File: src/rtl/mmcs_pkg.sv
// Package with the shared constants and types of the min-max contrast stretch block.
`default_nettype none
package mmcs_pkg;
    localparam int NUM_CH     = 4;    // channels carried by one pixel
    localparam int CHANNELS   = 4;    // channels that are stretched, 1 to 4
    localparam int PIX_W      = 8;
    localparam int DIV_STEPS  = PIX_W;
    localparam int CNT_W      = $clog2(DIV_STEPS);
    localparam logic [PIX_W-1:0] FULL_SCALE = 8'd255;
    localparam logic FUNC_MEASURE = 1'b0;
    localparam logic FUNC_APPLY   = 1'b1;

    typedef enum logic [1:0] {
        S_IDLE,
        S_DIV,
        S_DONE
    } t_state;

    typedef struct packed {
        logic meas;     // measure transaction accepted
        logic restart;  // statistics start over before the update
        logic load;     // apply transaction accepted
        logic step;     // one divider iteration
    } t_lane_ctrl;

    typedef logic [NUM_CH-1:0][PIX_W-1:0] t_pixel;
endpackage
`default_nettype wire

File: src/rtl/min_max_contrast_stretch_unit.sv
// Top level of the per-channel min-max contrast stretch of RGBA pixels.
//
// Input channel: i_valid / o_stall carry one pixel with i_func and i_in_last.
// A measure transaction (i_func = 0) updates each channel's min and max in the
// cycle it is accepted and gives no result; the block is ready again at once.
// The first measure transaction after a finished pass restarts the statistics,
// and one with i_in_last set closes the pass and freezes them.
// An apply transaction (i_func = 1) gives one output pixel. Each stretched
// channel has its own lane with a one-bit-per-cycle restoring divider, so an
// apply transaction keeps o_stall high through the 8 divider iterations
// (S_DIV) and the handoff (S_DONE), so no new pixel is taken until it is
// through. Measure pixels are taken one per cycle while no apply transaction
// holds the lanes.
// Output channel: o_valid / i_stall. The result sits in an output register, so
// the block accepts further measure transactions while it waits; an apply
// result that finds the register full with i_stall high waits in the lanes
// (o_stall high). Synchronous active-low reset sets min to 255, max to 0,
// closes the pass and empties the output register.
`default_nettype none
module min_max_contrast_stretch_unit (
    input  wire logic i_clk,
    input  wire logic i_rst_n,
    input  wire logic i_valid,
    output logic      o_stall,
    input  wire logic i_func,
    input  wire logic [7:0] i_in_red,
    input  wire logic [7:0] i_in_green,
    input  wire logic [7:0] i_in_blue,
    input  wire logic [7:0] i_in_alpha,
    input  wire logic i_in_last,
    output logic      o_valid,
    input  wire logic i_stall,
    output logic [7:0] o_out_red,
    output logic [7:0] o_out_green,
    output logic [7:0] o_out_blue,
    output logic [7:0] o_out_alpha,
    output logic      o_out_last
);
    mmcs_pkg::t_state       r_state, n_state;
    logic [mmcs_pkg::CNT_W-1:0] r_cnt, n_cnt;
    logic                   r_measuring, n_measuring;
    logic                   r_last;
    mmcs_pkg::t_pixel       r_px, in_px, lane_res, out_px;
    mmcs_pkg::t_lane_ctrl   ctrl;
    logic                   accept, push, taken;

    assign in_px  = {i_in_alpha, i_in_blue, i_in_green, i_in_red};
    assign accept = i_valid && !o_stall;

    always_comb begin
        n_state = r_state;
        case (r_state)
            mmcs_pkg::S_IDLE: begin
                if (accept && i_func == mmcs_pkg::FUNC_APPLY) begin
                    n_state = mmcs_pkg::S_DIV;
                end
            end
            mmcs_pkg::S_DIV: begin
                if (r_cnt == mmcs_pkg::CNT_W'(mmcs_pkg::DIV_STEPS - 1)) begin
                    n_state = mmcs_pkg::S_DONE;
                end
            end
            mmcs_pkg::S_DONE: begin
                if (taken) begin
                    n_state = mmcs_pkg::S_IDLE;
                end
            end
            default: n_state = mmcs_pkg::S_IDLE;
        endcase
    end

    always_comb begin
        o_stall      = 1'b1;
        push         = 1'b0;
        ctrl.meas    = 1'b0;
        ctrl.restart = 1'b0;
        ctrl.load    = 1'b0;
        ctrl.step    = 1'b0;
        n_cnt        = r_cnt;
        n_measuring  = r_measuring;
        case (r_state)
            mmcs_pkg::S_IDLE: begin
                o_stall = 1'b0;
                n_cnt   = '0;
                if (accept) begin
                    if (i_func == mmcs_pkg::FUNC_MEASURE) begin
                        ctrl.meas    = 1'b1;
                        ctrl.restart = !r_measuring;
                        n_measuring  = !i_in_last;
                    end else begin
                        ctrl.load = 1'b1;
                    end
                end
            end
            mmcs_pkg::S_DIV: begin
                ctrl.step = 1'b1;
                n_cnt     = r_cnt + 1'b1;
            end
            mmcs_pkg::S_DONE: begin
                push = 1'b1;
            end
            default: ;
        endcase
    end

    always_ff @(posedge i_clk) begin
        if (!i_rst_n) begin
            r_state     <= mmcs_pkg::S_IDLE;
            r_cnt       <= '0;
            r_measuring <= 1'b0;
        end else begin
            r_state     <= n_state;
            r_cnt       <= n_cnt;
            r_measuring <= n_measuring;
        end
        if (ctrl.load) begin
            r_px   <= in_px;
            r_last <= i_in_last;
        end
    end

    // Channels past CHANNELS keep no statistics and pass through.
    for (genvar c = 0; c < mmcs_pkg::NUM_CH; c++) begin : g_lane
        if (c < mmcs_pkg::CHANNELS) begin : g_stretch
            mmcs_lane u_lane (
                .i_clk    (i_clk),
                .i_rst_n  (i_rst_n),
                .i_ctrl   (ctrl),
                .i_x      (in_px[c]),
                .o_result (lane_res[c])
            );
        end else begin : g_pass
            assign lane_res[c] = r_px[c];
        end
    end

    mmcs_merge u_merge (
        .i_clk   (i_clk),
        .i_rst_n (i_rst_n),
        .i_push  (push),
        .i_data  (lane_res),
        .i_last  (r_last),
        .i_stall (i_stall),
        .o_taken (taken),
        .o_valid (o_valid),
        .o_data  (out_px),
        .o_last  (o_out_last)
    );

    assign o_out_red   = out_px[0];
    assign o_out_green = out_px[1];
    assign o_out_blue  = out_px[2];
    assign o_out_alpha = out_px[3];
endmodule
`default_nettype wire

File: src/rtl/mmcs_lane.sv
// One channel lane: running min and max plus a bit-serial stretch divider.
`default_nettype none
module mmcs_lane (
    input  wire logic                       i_clk,
    input  wire logic                       i_rst_n,
    input  wire mmcs_pkg::t_lane_ctrl       i_ctrl,
    input  wire logic [mmcs_pkg::PIX_W-1:0] i_x,
    output logic      [mmcs_pkg::PIX_W-1:0] o_result
);
    logic [mmcs_pkg::PIX_W-1:0] r_min, n_min, r_max, n_max;
    logic [mmcs_pkg::PIX_W-1:0] base_min, base_max;
    logic [mmcs_pkg::PIX_W-1:0] r_rem, n_rem, r_numlo, n_numlo;
    logic [mmcs_pkg::PIX_W-1:0] r_div, n_div, r_q, n_q;
    logic [mmcs_pkg::PIX_W-1:0] r_spec_val, n_spec_val;
    logic                       r_spec, n_spec;
    logic [mmcs_pkg::PIX_W-1:0] diff;
    logic [2*mmcs_pkg::PIX_W-1:0] num;
    logic [mmcs_pkg::PIX_W:0]   trial;
    logic                       fits;

    always_comb begin
        base_min = i_ctrl.restart ? mmcs_pkg::FULL_SCALE : r_min;
        base_max = i_ctrl.restart ? '0 : r_max;
        n_min = r_min;
        n_max = r_max;
        if (i_ctrl.meas) begin
            n_min = (i_x < base_min) ? i_x : base_min;
            n_max = (i_x > base_max) ? i_x : base_max;
        end
    end

    // 255 * (x - min) as a shift and a subtract.
    always_comb begin
        diff = i_x - r_min;
        num  = {diff, {mmcs_pkg::PIX_W{1'b0}}} - {{mmcs_pkg::PIX_W{1'b0}}, diff};
        trial = {r_rem, r_numlo[mmcs_pkg::PIX_W-1]};
        fits  = (trial >= {1'b0, r_div});
    end

    always_comb begin
        n_rem      = r_rem;
        n_numlo    = r_numlo;
        n_div      = r_div;
        n_q        = r_q;
        n_spec     = r_spec;
        n_spec_val = r_spec_val;
        if (i_ctrl.load) begin
            n_rem   = num[2*mmcs_pkg::PIX_W-1:mmcs_pkg::PIX_W];
            n_numlo = num[mmcs_pkg::PIX_W-1:0];
            n_div   = r_max - r_min;
            n_q     = '0;
            n_spec  = 1'b1;
            if (r_max <= r_min) begin
                n_spec_val = i_x;
            end else if (i_x <= r_min) begin
                n_spec_val = '0;
            end else if (i_x >= r_max) begin
                n_spec_val = mmcs_pkg::FULL_SCALE;
            end else begin
                n_spec     = 1'b0;
                n_spec_val = '0;
            end
        end else if (i_ctrl.step) begin
            // The partial remainder stays below the divisor, so it fits in PIX_W bits.
            n_rem   = fits ? trial[mmcs_pkg::PIX_W-1:0] - r_div
                           : trial[mmcs_pkg::PIX_W-1:0];
            n_numlo = {r_numlo[mmcs_pkg::PIX_W-2:0], 1'b0};
            n_q     = {r_q[mmcs_pkg::PIX_W-2:0], fits};
        end
    end

    always_ff @(posedge i_clk) begin
        if (!i_rst_n) begin
            r_min <= mmcs_pkg::FULL_SCALE;
            r_max <= '0;
        end else begin
            r_min <= n_min;
            r_max <= n_max;
        end
        r_rem      <= n_rem;
        r_numlo    <= n_numlo;
        r_div      <= n_div;
        r_q        <= n_q;
        r_spec     <= n_spec;
        r_spec_val <= n_spec_val;
    end

    assign o_result = r_spec ? r_spec_val : r_q;
endmodule
`default_nettype wire

File: src/rtl/mmcs_merge.sv
// Merging stage: gathers the lane results into the registered output transaction.
`default_nettype none
module mmcs_merge (
    input  wire logic             i_clk,
    input  wire logic             i_rst_n,
    input  wire logic             i_push,
    input  wire mmcs_pkg::t_pixel i_data,
    input  wire logic             i_last,
    input  wire logic             i_stall,
    output logic                  o_taken,
    output logic                  o_valid,
    output mmcs_pkg::t_pixel      o_data,
    output logic                  o_last
);
    logic             r_valid, n_valid;
    mmcs_pkg::t_pixel r_data;
    logic             r_last;

    assign o_taken = i_push && (!r_valid || !i_stall);

    always_comb begin
        n_valid = r_valid;
        if (o_taken) begin
            n_valid = 1'b1;
        end else if (r_valid && !i_stall) begin
            n_valid = 1'b0;
        end
    end

    always_ff @(posedge i_clk) begin
        if (!i_rst_n) begin
            r_valid <= 1'b0;
        end else begin
            r_valid <= n_valid;
        end
        if (o_taken) begin
            r_data <= i_data;
            r_last <= i_last;
        end
    end

    assign o_valid = r_valid;
    assign o_data  = r_data;
    assign o_last  = r_last;
endmodule
`default_nettype wire

File: config.mk
export PLATFORM = sky130hd
export DESIGN_NAME = min_max_contrast_stretch_unit
export DESIGN_NICKNAME = d
export VERILOG_FILES = /design/src/rtl/mmcs_pkg.sv /design/src/rtl/min_max_contrast_stretch_unit.sv /design/src/rtl/mmcs_lane.sv /design/src/rtl/mmcs_merge.sv
export SDC_FILE = /design/constraint.sdc
export NUM_CORES = 1
export LEC_CHECK = 0
export BUFFER_PORTS_ARGS = -buffer_cell sky130_fd_sc_hd__buf_4
export CORE_MARGIN = 5
export CORE_UTILIZATION = 48
export DETAILED_ROUTE_END_ITERATION = 8
export PLACE_DENSITY = 0.74
export SYNTH_ARGS = -nofsm -noshare
export SYNTH_HDL_FRONTEND = slang
export SYNTH_HIERARCHICAL = 1
export SYNTH_SLANG_ARGS = --single-unit
File: constraint.sdc
create_clock -name i_clk -period 14.14 [get_ports i_clk]
set_input_delay 2.828 -clock i_clk [delete_from_list [all_inputs] [get_ports i_clk]]
set_output_delay 2.828 -clock i_clk [all_outputs]
set_load 0.03 [all_outputs]
==> impl_metrics.toml <==
[grt]
global_route.peak_usage_layer = "met2"
grtUsageMet2 = 0.341
grt_start_max_net_pins = 84
grt_overflow_total = 0
global_route.usage.met3 = 0.0225
wire_length_of_the_first_global_routing_pass_mm = 69.5
grt_pass1_vias = 13966
gr-usage-all-layers = 0.198
antenna_found_initial = 1
grtUsageMet1 = 0.260

[worst_setup_path]
path_delay_family = "compound AO/OA/AOI/OAI gates"
critPathBufInv = 4
crit_arrival_ps = 6700
cp_cell_sequence = "buf_4 > nor4b_4 > buf_4 > nor2b_4 > buf_4 > inv_1 > nand2_1 > ha_1 > nor2b_1 > o21a_1 > o21a_1 > o21ai_0 > a21boi_1 > o22ai_1 > a32o_1"
critical-path-top-cell-by-count = "buf_4"
timing.critical_path.slowest_stage_cell = "nor2b_4"
critPathMaxStageDelay_ps = 620
cp_max_fo = 30
endpoint_kind = "flop"
timing.critical_path.required_ps = 14650
critPathKind = "in -> reg"
start_kind = "input pin"

[synth]
yosys.cell_types.count = 92
asyncSetResetFlopFracSynth = 0
postSynth.topFlopCell = "edfxtp_1"
synth_nets = 2106
synth-edff-count = 166
yosysSeqAreaShare = 0.387
avg_inst_size_synth_um2 = 9.82
netlist_area_um2 = 18200
post_syn_instances = 1854
postSynthRegisterBits = 269
yosys_warnings = 6

[clock_tree]
clk_pin_slew_ps = 60
clock_latency_ps = 570
postCtsHoldBufs = 0
cts_tree = "built"
tritoncts_num_sinks = 269
cts_buffers = 31
cts_resized = 0
clock_tree.buffer_depth = 3
post-cts-setup-buffer-count = 0
cts_max_level = 1
ctsRootBufferMaster = "clkbuf_16"

[sta]
final_max_slew_viol_count = 0
timing_worst_slew_pin_value_ps = 919
final-setup-viol-count = 0
max_freq_mhz = 162
grt_setup_unrepaired = "no"
layout_worst_path_cycle_share = 0.438
fin_worst_skew_ps = 13.4
fin_tns_setup_ps = 0
shortest_period_the_worst_path_allows_ps = 6190
report.final.hold_viol_count = 0
worst_slew_margin_rel = 0.382

[floorplanning]
chipHeight_um = 205
number_of_ports_placed_on_the_die_boundary = 73
design.die.area_um2 = 41900
dieWidth_um = 205
fp.coreArea_um2 = 37600
initial_utilization = 0.484
std_cell_rows = 71

[placed_design]
place.detailed.hpwl_mm = 30.9
place_congestion = 0.904
io_buffers = 72
placement.cell_area_um2 = 19300

[job]
max_cap_viol_count = 0

[detailed_routing]
drt-wirelength-per-cell_um = 17.0
viasPerCell = 5.70
detail_route.first_pass.iterations = 8
routed_wl_mm = 41.9
route.detailed.drc = 0
drt_iter0_drc = 825
ant_nets = 0
route.vias.total = 14005

[status]
outcome = "completed"

[power_and_ir_drop]
irDropWorstVdd_uv = 92.7
p_leak_nw = 8.46
power-per-cell-area_nw_per_um2 = 120

[hold_path]
hold_path.class = "reg -> reg"

[finish]
most_frequent_standard_cell_in_the_layout_excluding_fill_and_tap_cells = "ha_1"
antenna-diode-count = 0
finalNetCount = 2174
postLayoutCellArea_um2 = 20400
final_layout_size_suffix_gt1_frac = 0.120
syn_to_final_growth_pct = 12.3
most-common-layout-cells = "ha_1 (202), nor2_1 (169), edfxtp_1 (166)"
==> state kept, by name, summed over array words and instances (netlist names) <==
| name | cells |
|---|---|
| g_lane.g_stretch.u_lane/r_max | 32 |
| u_merge/o_valid | 1 |
| g_lane.g_stretch.u_lane/r_rem | 32 |
| u_merge/o_data | 32 |
| g_lane.g_stretch.u_lane/r_div | 32 |
| r_last | 1 |
| g_lane.g_stretch.u_lane/r_spec_val | 32 |
| r_cnt | 3 |
| g_lane.g_stretch.u_lane/r_spec | 4 |
| r_state | 2 |
| r_measuring | 1 |
| g_lane.g_stretch.u_lane/r_numlo | 32 |
| g_lane.g_stretch.u_lane/r_min | 32 |
| g_lane.g_stretch.u_lane/r_q | 32 |
| u_merge/o_last | 1 |
==> routing by layer <==
metal	wire length [µm]	part of all wire
met1	19100	0.46
met2	19800	0.47
met3	1700	0.041
met4	1270	0.030
met5	0	0
==> worst reg2reg max path, stage by stage (launching register included) <==
cell      delay [ps]
dfxtp_1          450
nor4b_4          320
buf_4            350
nor2b_4          630
buf_4            390
inv_1            220
nand2_1          110
ha_1             230
nor2b_1          130
o21a_1           160
o21a_1           160
o21ai_0          170
a21boi_1         230
o22ai_1          560
a32o_1           220
==> synth_stat cells, types with 17 or more instances <==
master    number  share of area
a21oi_1       72          0.020
o22ai_1       18         0.0062
o21a_1        32          0.013
o21ai_1       18         0.0049
a21o_1        29          0.012
inv_1        147          0.030
xnor2_1       41          0.020
dfxtp_1      103           0.11
xor2_1        20         0.0096
clkbuf_1      34         0.0070
mux2_2        50          0.031
nand2_1      146          0.030
nand3_1       29         0.0080
nor2b_1       39          0.013
nor3_1        27         0.0074
nor2_1       170          0.035
nand2b_1      31          0.011
ha_1         202           0.14
nand4_1       24         0.0082
o22a_1        24          0.012
mux2i_1       51          0.028
o21ai_0       84          0.023
a22o_1        17         0.0082
edfxtp_1     166           0.27
==> where the power goes <==
group	switching, mW	leakage, nW	internal [mW]
Clock	0.328	0.552	0.580
Sequential	0.0380	2.39	0.916
Combinational	0.344	5.53	0.253
Total	0.709	8.46	1.75
==> cell families (layout without fill, tap and decap cells) <==
logic type | after synthesis | count (layout) | share of synthesized area
compound gates | 450 | 450 | 0.174
xor+xnor | 64 | 64 | 0.0320
fa+ha+maj | 214 | 214 | 0.152
buf+inv | 196 | 288 | 0.0428
flops | 269 | 269 | 0.387
mux | 101 | 101 | 0.0590
simple gates | 560 | 560 | 0.153
==> worst paths after layout <==
check             start                                  end  slack [ps]  depth (start not counted)
min              r_last                       u_merge/o_last         420                          0
min reg2reg      r_last                       u_merge/o_last         420                          0
max reg2reg  r_state[1]  g_lane[3].g_stretch.u_lane/r_max[1]        9780                         14
max              i_func  g_lane[3].g_stretch.u_lane/r_max[1]        7950                         15
==> cell type report <==
type	count	area, µm²
Clock buffer	31	776
Inverter	151	567
Tap cell	511	639
Clock inverter	26	389
Multi-Input combinational cell	1389	10400
Timing Repair Buffer	80	601
Sequential cell	269	7050
Fill cell	3264	17100
==> stage by stage <==
step | worst slack [ps] | hold WS, ps | utilization | total power, mW | cells
after global placement | 7610 | 402 | 0.513 | 1.54 | 2400
after floorplan | 6750 | 400 | - | 1.41 | 1854
after global routing | 7710 | 425 | 0.544 | 2.58 | 2457
after CTS | 8030 | 418 | 0.544 | 2.47 | 2457
final | 7950 | 416 | 0.544 | 2.46 | 2457
after detailed placement | 7430 | 405 | 0.513 | 1.56 | 2400
Note: power is estimated with default switching activity, not from simulation.
